--- src/msmt_pkg.sv ---
`default_nettype none
// ---------------------------------------------------------------------------
// msmt_pkg: shared types and constants of the mass slice merge table
// Status codes, modes, register indexes, state and slice record types.
// ---------------------------------------------------------------------------
package msmt_pkg;

	localparam int SLICES = 1024;
	localparam int IDX_W  = $clog2(SLICES);
	localparam int CNT_W  = IDX_W + 1;

	typedef enum logic [2:0] {
		ST_MERGED   = 3'd0,
		ST_CREATED  = 3'd1,
		ST_FILTERED = 3'd2,
		ST_FULL     = 3'd3,
		ST_CLEARED  = 3'd4,
		ST_READ     = 3'd5
	} status_t;

	typedef enum logic [1:0] {
		MODE_OBS   = 2'd0,
		MODE_CLEAR = 2'd1,
		MODE_READ  = 2'd2,
		MODE_NONE  = 2'd3
	} mode_t;

	typedef enum logic [2:0] {
		REG_PPM     = 3'd0,
		REG_RT_HALF = 3'd1,
		REG_RT_LO   = 3'd2,
		REG_RT_HI   = 3'd3,
		REG_MZ_LO   = 3'd4,
		REG_MZ_HI   = 3'd5,
		REG_INT_LO  = 3'd6,
		REG_INT_HI  = 3'd7
	} reg_idx_t;

	typedef enum logic [2:0] {
		S_IDLE,
		S_SCAN,
		S_WAIT,
		S_UPDATE,
		S_WRITE,
		S_READ,
		S_EMIT
	} state_t;

	typedef struct packed {
		logic [19:0] key;
		logic [31:0] mz_min;
		logic [31:0] mz_max;
		logic [31:0] rt_min;
		logic [31:0] rt_max;
		logic [31:0] centre_mz;
		logic [31:0] centre_rt;
		logic [31:0] peak;
	} slice_t;

	// memory access request from sequencer to the table
	typedef struct packed {
		logic             rd;
		logic             wr;
		logic [IDX_W-1:0] addr;
		slice_t           data;
	} mem_req_t;

endpackage
`default_nettype wire

--- src/msmt_top_ctrl.sv ---
`default_nettype none
// ---------------------------------------------------------------------------
// msmt_ctrl: slice scan sequencer
// Filters the beat, scans the table one entry a cycle through one shared
// compare unit, then merges or appends (unless full); read and clear beats skip the scan.
// ---------------------------------------------------------------------------
module msmt_ctrl (
	input  wire                          clk,
	input  wire                          arst_n,
	input  wire                          start,
	output logic                         busy,
	input  wire  [1:0]                   mode,
	input  wire  [3:0]                   ms_level,
	input  wire  [31:0]                  ret_time,
	input  wire  [31:0]                  mass_charge,
	input  wire  [31:0]                  intensity,
	input  wire  [9:0]                   read_index,
	input  wire  [23:0]                  ppm_factor,
	input  wire  [31:0]                  rt_half_window,
	input  wire  [31:0]                  rt_low,
	input  wire  [31:0]                  rt_high,
	input  wire  [31:0]                  mz_low,
	input  wire  [31:0]                  mz_high,
	input  wire  [31:0]                  intensity_low,
	input  wire  [31:0]                  intensity_high,
	output msmt_pkg::mem_req_t           req,
	input  msmt_pkg::slice_t             rdata,
	output logic                         done,
	output logic [2:0]                   status,
	output logic [9:0]                   slice_index,
	output logic [10:0]                  slice_count,
	output msmt_pkg::slice_t             res
);
	import msmt_pkg::*;

	state_t           state_q, state_d;
	logic [CNT_W-1:0] count_q;
	logic [CNT_W-1:0] scan_q;
	logic             rvalid_q;
	logic [IDX_W-1:0] raddr_q;
	logic             hit_q;
	logic [IDX_W-1:0] best_q;
	logic [31:0]      best_d_q;
	logic [31:0]      rt_q, mz_q, int_q;
	logic [19:0]      key_q;
	logic [31:0]      lo_q, hi_q, rlo_q, rhi_q;
	logic [9:0]       ridx_q;
	status_t          st_q;
	logic [IDX_W-1:0] idx_q;
	slice_t           res_q;
	logic             has_data_q;
	slice_t           upd_q;

	logic             pass;
	logic [35:0]      key_prod;
	logic [55:0]      win_prod;
	logic [31:0]      win;
	logic [32:0]      hi_sum, rhi_sum;
	logic             ent_hit;
	logic [31:0]      ent_d;

	function automatic logic in_rng(logic [31:0] v, logic [31:0] lo, logic [31:0] hi);
		return (hi == 32'd0) || (v >= lo && v <= hi);
	endfunction

	assign pass = (mode == MODE_OBS) && (ms_level == 4'd1) &&
		in_rng(ret_time, rt_low, rt_high) && in_rng(mass_charge, mz_low, mz_high) &&
		in_rng(intensity, intensity_low, intensity_high);
	assign key_prod = {4'd0, mass_charge} * 36'd10;
	assign win_prod = {24'd0, mass_charge} * {32'd0, ppm_factor};
	assign win      = win_prod[55:32] == 24'd0 ? 32'd0 : {8'd0, win_prod[55:32]};
	assign hi_sum   = {1'b0, mass_charge} + {1'b0, win};
	assign rhi_sum  = {1'b0, ret_time} + {1'b0, rt_half_window};

	// shared compare unit: one stored entry against the held observation
	assign ent_hit = (rdata.key == key_q) && (mz_q > rdata.mz_min) && (mz_q < rdata.mz_max)
		&& (rt_q > rdata.rt_min) && (rt_q < rdata.rt_max);
	assign ent_d   = rdata.mz_max - rdata.mz_min;

	always_ff @(posedge clk or negedge arst_n) begin
		if (!arst_n) begin
			state_q  <= S_IDLE;
			count_q  <= '0;
			rvalid_q <= 1'b0;
			hit_q    <= 1'b0;
			scan_q   <= '0;
		end else begin
			state_q  <= state_d;
			rvalid_q <= req.rd && (state_q == S_SCAN || state_q == S_READ);
			if (state_q == S_IDLE && start) begin
				scan_q <= '0;
				hit_q  <= 1'b0;
				if (mode == MODE_CLEAR) begin
					count_q <= '0;
				end
			end else if (state_q == S_SCAN && req.rd) begin
				scan_q <= scan_q + 1'b1;
			end
			if (rvalid_q && ent_hit && (!hit_q || ent_d < best_d_q)) begin
				hit_q <= 1'b1;
			end
			if (state_q == S_WRITE && !hit_q) begin
				count_q <= count_q + 1'b1;
			end
		end
	end

	always_ff @(posedge clk) begin
		raddr_q <= req.addr;
		if (state_q == S_IDLE && start) begin
			rt_q       <= ret_time;
			mz_q       <= mass_charge;
			int_q      <= intensity;
			key_q      <= key_prod[35:16];
			lo_q       <= mass_charge > win ? mass_charge - win : 32'd0;
			hi_q       <= hi_sum[32] ? 32'hFFFF_FFFF : hi_sum[31:0];
			rlo_q      <= ret_time > rt_half_window ? ret_time - rt_half_window : 32'd0;
			rhi_q      <= rhi_sum[32] ? 32'hFFFF_FFFF : rhi_sum[31:0];
			ridx_q     <= read_index;
			has_data_q <= 1'b0;
			idx_q      <= '0;
			case (mode)
				MODE_CLEAR: st_q <= ST_CLEARED;
				MODE_READ:  st_q <= ST_READ;
				MODE_OBS:   st_q <= pass ? ST_CREATED : ST_FILTERED;
				default:    st_q <= ST_FILTERED;
			endcase
		end
		if (rvalid_q && ent_hit && (!hit_q || ent_d < best_d_q)) begin
			best_q   <= raddr_q;
			best_d_q <= ent_d;
		end
		if (state_q == S_UPDATE) begin
			upd_q.key       <= key_q;
			upd_q.mz_min    <= lo_q;
			upd_q.mz_max    <= hi_q;
			upd_q.rt_min    <= (rlo_q < rdata.rt_min) ? rlo_q : rdata.rt_min;
			upd_q.rt_max    <= (rhi_q > rdata.rt_max) ? rhi_q : rdata.rt_max;
			upd_q.peak      <= (int_q > rdata.peak) ? int_q : rdata.peak;
			upd_q.centre_mz <= 32'({1'b0, lo_q} + {1'b0, hi_q} >> 1);
			upd_q.centre_rt <= 32'({1'b0, rdata.rt_min} + {1'b0, rdata.rt_max} >> 1);
		end
		if (state_q == S_WRITE) begin
			has_data_q <= 1'b1;
			if (hit_q) begin
				st_q  <= ST_MERGED;
				idx_q <= best_q;
				res_q <= req.data;
			end else begin
				st_q  <= ST_CREATED;
				idx_q <= count_q[IDX_W-1:0];
				res_q <= req.data;
			end
		end
		if (state_q == S_WAIT && st_q == ST_CREATED && !hit_q && count_q >= CNT_W'(SLICES)) begin
			st_q <= ST_FULL;
		end
		if (state_q == S_READ && rvalid_q) begin
			res_q      <= rdata;
			has_data_q <= {1'b0, ridx_q} < count_q;
		end
	end

	// centre_rt for a merge is taken from the widened window
	slice_t wr_data;
	always_comb begin
		wr_data = upd_q;
		wr_data.centre_rt = 32'(({1'b0, upd_q.rt_min} + {1'b0, upd_q.rt_max}) >> 1);
		if (!hit_q) begin
			wr_data.key       = key_q;
			wr_data.mz_min    = lo_q;
			wr_data.mz_max    = hi_q;
			wr_data.rt_min    = rlo_q;
			wr_data.rt_max    = rhi_q;
			wr_data.centre_mz = mz_q;
			wr_data.centre_rt = rt_q;
			wr_data.peak      = int_q;
		end
	end

	always_comb begin
		state_d  = state_q;
		req      = '0;
		req.data = wr_data;
		busy     = state_q != S_IDLE;
		done     = 1'b0;
		case (state_q)
			S_IDLE: begin
				if (start) begin
					if (mode == MODE_READ) begin
						state_d = S_READ;
					end else if (mode == MODE_OBS && pass) begin
						state_d = S_SCAN;
					end else begin
						state_d = S_EMIT;
					end
				end
			end
			S_SCAN: begin
				if (scan_q < count_q) begin
					req.rd   = 1'b1;
					req.addr = scan_q[IDX_W-1:0];
				end else begin
					state_d = S_WAIT;
				end
			end
			S_WAIT: begin
				// the last compare has already landed in hit_q and best_q
				if (hit_q || (rvalid_q && ent_hit)) begin
					state_d = S_UPDATE;
				end else if (count_q >= CNT_W'(SLICES)) begin
					state_d = S_EMIT;
				end else begin
					state_d = S_WRITE;
				end
				req.rd   = 1'b1;
				req.addr = (rvalid_q && ent_hit && (!hit_q || ent_d < best_d_q)) ?
					raddr_q : best_q;
			end
			S_UPDATE: state_d = S_WRITE;
			S_WRITE: begin
				req.wr   = 1'b1;
				req.addr = hit_q ? best_q : count_q[IDX_W-1:0];
				state_d  = S_EMIT;
			end
			S_READ: begin
				req.rd   = !rvalid_q;
				req.addr = ridx_q;
				if (rvalid_q) begin
					state_d = S_EMIT;
				end
			end
			S_EMIT: begin
				done    = 1'b1;
				state_d = S_IDLE;
			end
			default: state_d = S_IDLE;
		endcase
	end

	assign status      = st_q;
	assign slice_index = st_q == ST_READ ? ridx_q :
		(st_q == ST_MERGED || st_q == ST_CREATED) ? 10'(idx_q) : 10'd0;
	assign slice_count = 11'(count_q);
	assign res         = has_data_q ? res_q : '0;

	a_cnt_max: assert property (@(posedge clk) disable iff (!arst_n)
		count_q <= CNT_W'(SLICES)) else $error("slice count overflow");
	a_no_rw: assert property (@(posedge clk) disable iff (!arst_n)
		!(req.rd && req.wr)) else $error("read and write together");
	a_done_busy: assert property (@(posedge clk) disable iff (!arst_n)
		done |-> busy) else $error("done while idle");
	a_done_idle: assert property (@(posedge clk) disable iff (!arst_n)
		done |=> !busy) else $error("not idle after done");

endmodule
`default_nettype wire

--- config.mk ---
export PLATFORM = sky130hd
export DESIGN_NAME = msmt_ctrl
export DESIGN_NICKNAME = d
export VERILOG_FILES = /design/src/msmt_pkg.sv /design/src/msmt_top_ctrl.sv
export SDC_FILE = /design/constraint.sdc
export NUM_CORES = 2
export LEC_CHECK = 0
export ABC_AREA = 1
export BUFFER_PORTS_ARGS = -buffer_cell sky130_fd_sc_hd__buf_2
export CORE_AREA = 5 5 432 434
export CTS_CLUSTER_SIZE = 16
export DETAILED_ROUTE_END_ITERATION = 6
export DIE_AREA = 0 0 437 439
export GPL_ROUTABILITY_DRIVEN = 0
export PLACE_DENSITY = 0.81
export RECOVER_POWER = 100
export SYNTH_ARGS = -nofsm -noshare
export SYNTH_HDL_FRONTEND = slang
export SYNTH_SLANG_ARGS = --single-unit
--- constraint.sdc ---
create_clock -name clk -period 16.05 [get_ports clk]
set_input_delay 0.8025 -clock clk [delete_from_list [all_inputs] [get_ports clk]]
set_output_delay 0.8025 -clock clk [all_outputs]
set_load 0.005 [all_outputs]
==> impl_metrics.tcl <==
set metrics [dict create \
    status "complete, but fails checks" \
    violations "capacitance limit, slew limit" \
    grt_pass1_wl_microns 503000 \
    finalHoldViolCount 0 \
    placed_area_sq_mm 0.0929 \
    arrival_ns 12.90 \
    required_ns 16.36 \
    vias_per_cell 5.65 \
    finalMaxSlewViolations 2756 \
    track_usage_pct 35.7 \
    r2r_cells 11 \
    cts_resized 0 \
    syn_nets 13000 \
    synth_edf_count 753 \
    rr_startpoint "state_q[2]" \
    chipWidth_microns 437 \
    die_y_microns 439 \
    critPathKind "in -> reg" \
    cp_max_fo 37 \
    cts_hold_buf 0 \
    startpoint_type "input pin" \
    cts_sinks 803 \
    clk_path_buf_depth 3 \
    worstSetupEndpointType "flop" \
    synthFlopType "edfxtp_1" \
    final-setup-viol-count 0 \
    finalCritPeriodShare_pct 78.4 \
    drtAntennaViolNets 0 \
    rows 157 \
    ys_top_cells_by_area "edfxtp_1, fa_1, ha_1, nand2_1, inv_1" \
    skew_ns 0.0873 \
    area_delta_synth_final_pct 12.2 \
    final_cell_mix "nand2_1, inv_1, ha_1, edfxtp_1, buf_2" \
    cts_root_buf "clkbuf_16" \
    r2r_setup_slack_ns 4.59 \
    nNetsFinal 14000 \
    cts_made_buffers 93 \
    timing.final.crit_period_ns 12.59 \
    grt_overflow 0 \
    tightest_slew_ns 9.34 \
    grt_max_degree 165 \
    drv_cap 59 \
    cts.repair_timing.setup_buffer_count 0 \
    yosysSeqAreaShare_pct 27.9 \
    drt_wl_total_microns 357000 \
    yosysTopAreaCellShare_pct 26.5 \
    crit_path_start "mass_charge[24]" \
    grt_pass1_vias 76700 \
    final_layout_size_suffix_gt1_share_pct 7.74 \
    antenna_found_initial 132 \
    rsz0062_at_grt "no" \
    h-tree-depth 3 \
    synth_area_sq_mm 0.0853 \
    crit_top_cell "inv_1" \
    detail_route.iter0.violations 10700 \
    holdWs_ns 0.261 \
    cp_slowest_cell "clkbuf_1" \
    synth_cell_type_count 75 \
    io_pins 1133 \
    core_area_sq_mm 0.182 \
    post_synth.cell_area_avg_sq_um 7.85 \
    wl_per_cell_microns 24.9 \
    route.detailed.drc 0 \
    start_util_pct 46.8 \
    final_common_cell "nand2_1" \
    async_flop_share_pct 3.36 \
    dieArea_sq_mm 0.192 \
    portBuffers 1132 \
    yosys.area.top_type "edfxtp_1" \
    clock_latency_ns 0.75 \
    synth_warnings 0 \
    min_path_type "in -> reg" \
    dr.pass1.iters 7 \
    critPathCapture "lo_q[31]" \
    relSlewSlack_pct -523 \
    r2r-end "res_q[123]" \
    vias 81000 \
    ys_ff_latch 803 \
    dp_hpwl_microns 292000 \
    crit_path_max_incr_delay_ns 2.06 \
    syn_inst 10900 \
    cts_tree "done" \
    final_area_sq_mm 0.0956 \
    path_clk_slew_ns 0.07 \
    fmax_ghz 0.0794 \
    setup_tns_ns 0 \
]
-- per-stage QoR --
step,std cells,util [%],setup WS (ns)
floorplan,10900,-,0.185
detailed placement,14100,51.0,5.61
finish,14300,52.5,3.46
CTS,14200,52.8,6.35
global placement,14100,51.0,5.78
global route,14300,52.4,2.91
-- synthesized netlist by cell type, drive strengths merged (13+ instances only) --
| library cell | n |
|---|---|
| fa | 664 |
| nand4 | 101 |
| or2 | 32 |
| o221ai | 15 |
| a21oi | 626 |
| nand2 | 2926 |
| clkbuf | 273 |
| inv | 2318 |
| dfrtp | 27 |
| a221oi | 19 |
| dfxtp | 23 |
| a21o | 38 |
| xor2 | 117 |
| o21a | 50 |
| o211ai | 24 |
| nand3 | 270 |
| a31oi | 83 |
| ha | 911 |
| and2 | 18 |
| o21bai | 28 |
| xnor2 | 57 |
| edfxtp | 753 |
| nor2 | 564 |
| o21ai | 605 |
| a211oi | 14 |
| nor3 | 84 |
| nor4 | 47 |
| buf | 91 |
| a21boi | 13 |
-- critical path, delay by kind of cell --
kind	cells	cell delay [ns]
buffers and inverters	11	3.09
adder cells (fa/ha/maj)	10	4.66
AND/OR/NAND/NOR	12	1.75
XOR/XNOR	1	0.35
AO/OA/AOI/OAI	5	2.11
-- logic make-up (layout without fill, tap and decap cells) --
kind of cell,Yosys count,count (layout),synth area share (%)
xor+xnor,174,174,1.79
other cells,0,107,0
compound gates,1563,1563,10.3
fa+ha+maj,1575,1575,29.0
buf+inv,2683,3674,12.0
simple gates,4058,4058,19.1
flops,803,803,27.9
-- registers in the layout, summed over array words and instances (netlist names), 20 cells and up --
name      cells
hi_q         32
lo_q         32
best_d_q     32
rt_q         32
rhi_q        32
key_q        20
mz_q         32
rlo_q        32
upd_q       212
int_q        32
res_q       244
-- how the worst min path moves through the flow --
stage,from,to,slack (ns),depth (start not counted)
detailed placement,scan_q[10],scan_q[10],0.47,1
global route,read_index[0],ridx_q[0],0.23,1
finish,read_index[0],ridx_q[0],0.26,1
CTS,arst_n,state_q[0],0.08,1
global placement,scan_q[10],scan_q[10],0.46,1
floorplan,scan_q[10],scan_q[10],0.44,1
-- layout make-up --
type / instances / area (sq um)
clock inverter: 66 / 903
sequential: 803 / 23700
inverter: 2319 / 8710
fill: 17100 / 86700
antenna: 107 / 268
tap: 2385 / 2980
timing repair buffer: 1182 / 5350
multi-input combinational: 7370 / 51200
clock buffer: 107 / 2410
-- routing by layer --
layer	vias up	wire (microns)	GRT usage, %
li1	36200	-	-
met1	37500	125000	43.1
met2	5798	146000	51.9
met3	1342	55100	15.1
met4	76	30300	23.4
met5	-	736	0.857
Power is not shown: default switching activity piles up to over one toggle a cycle in this logic, so the estimate is an artifact.
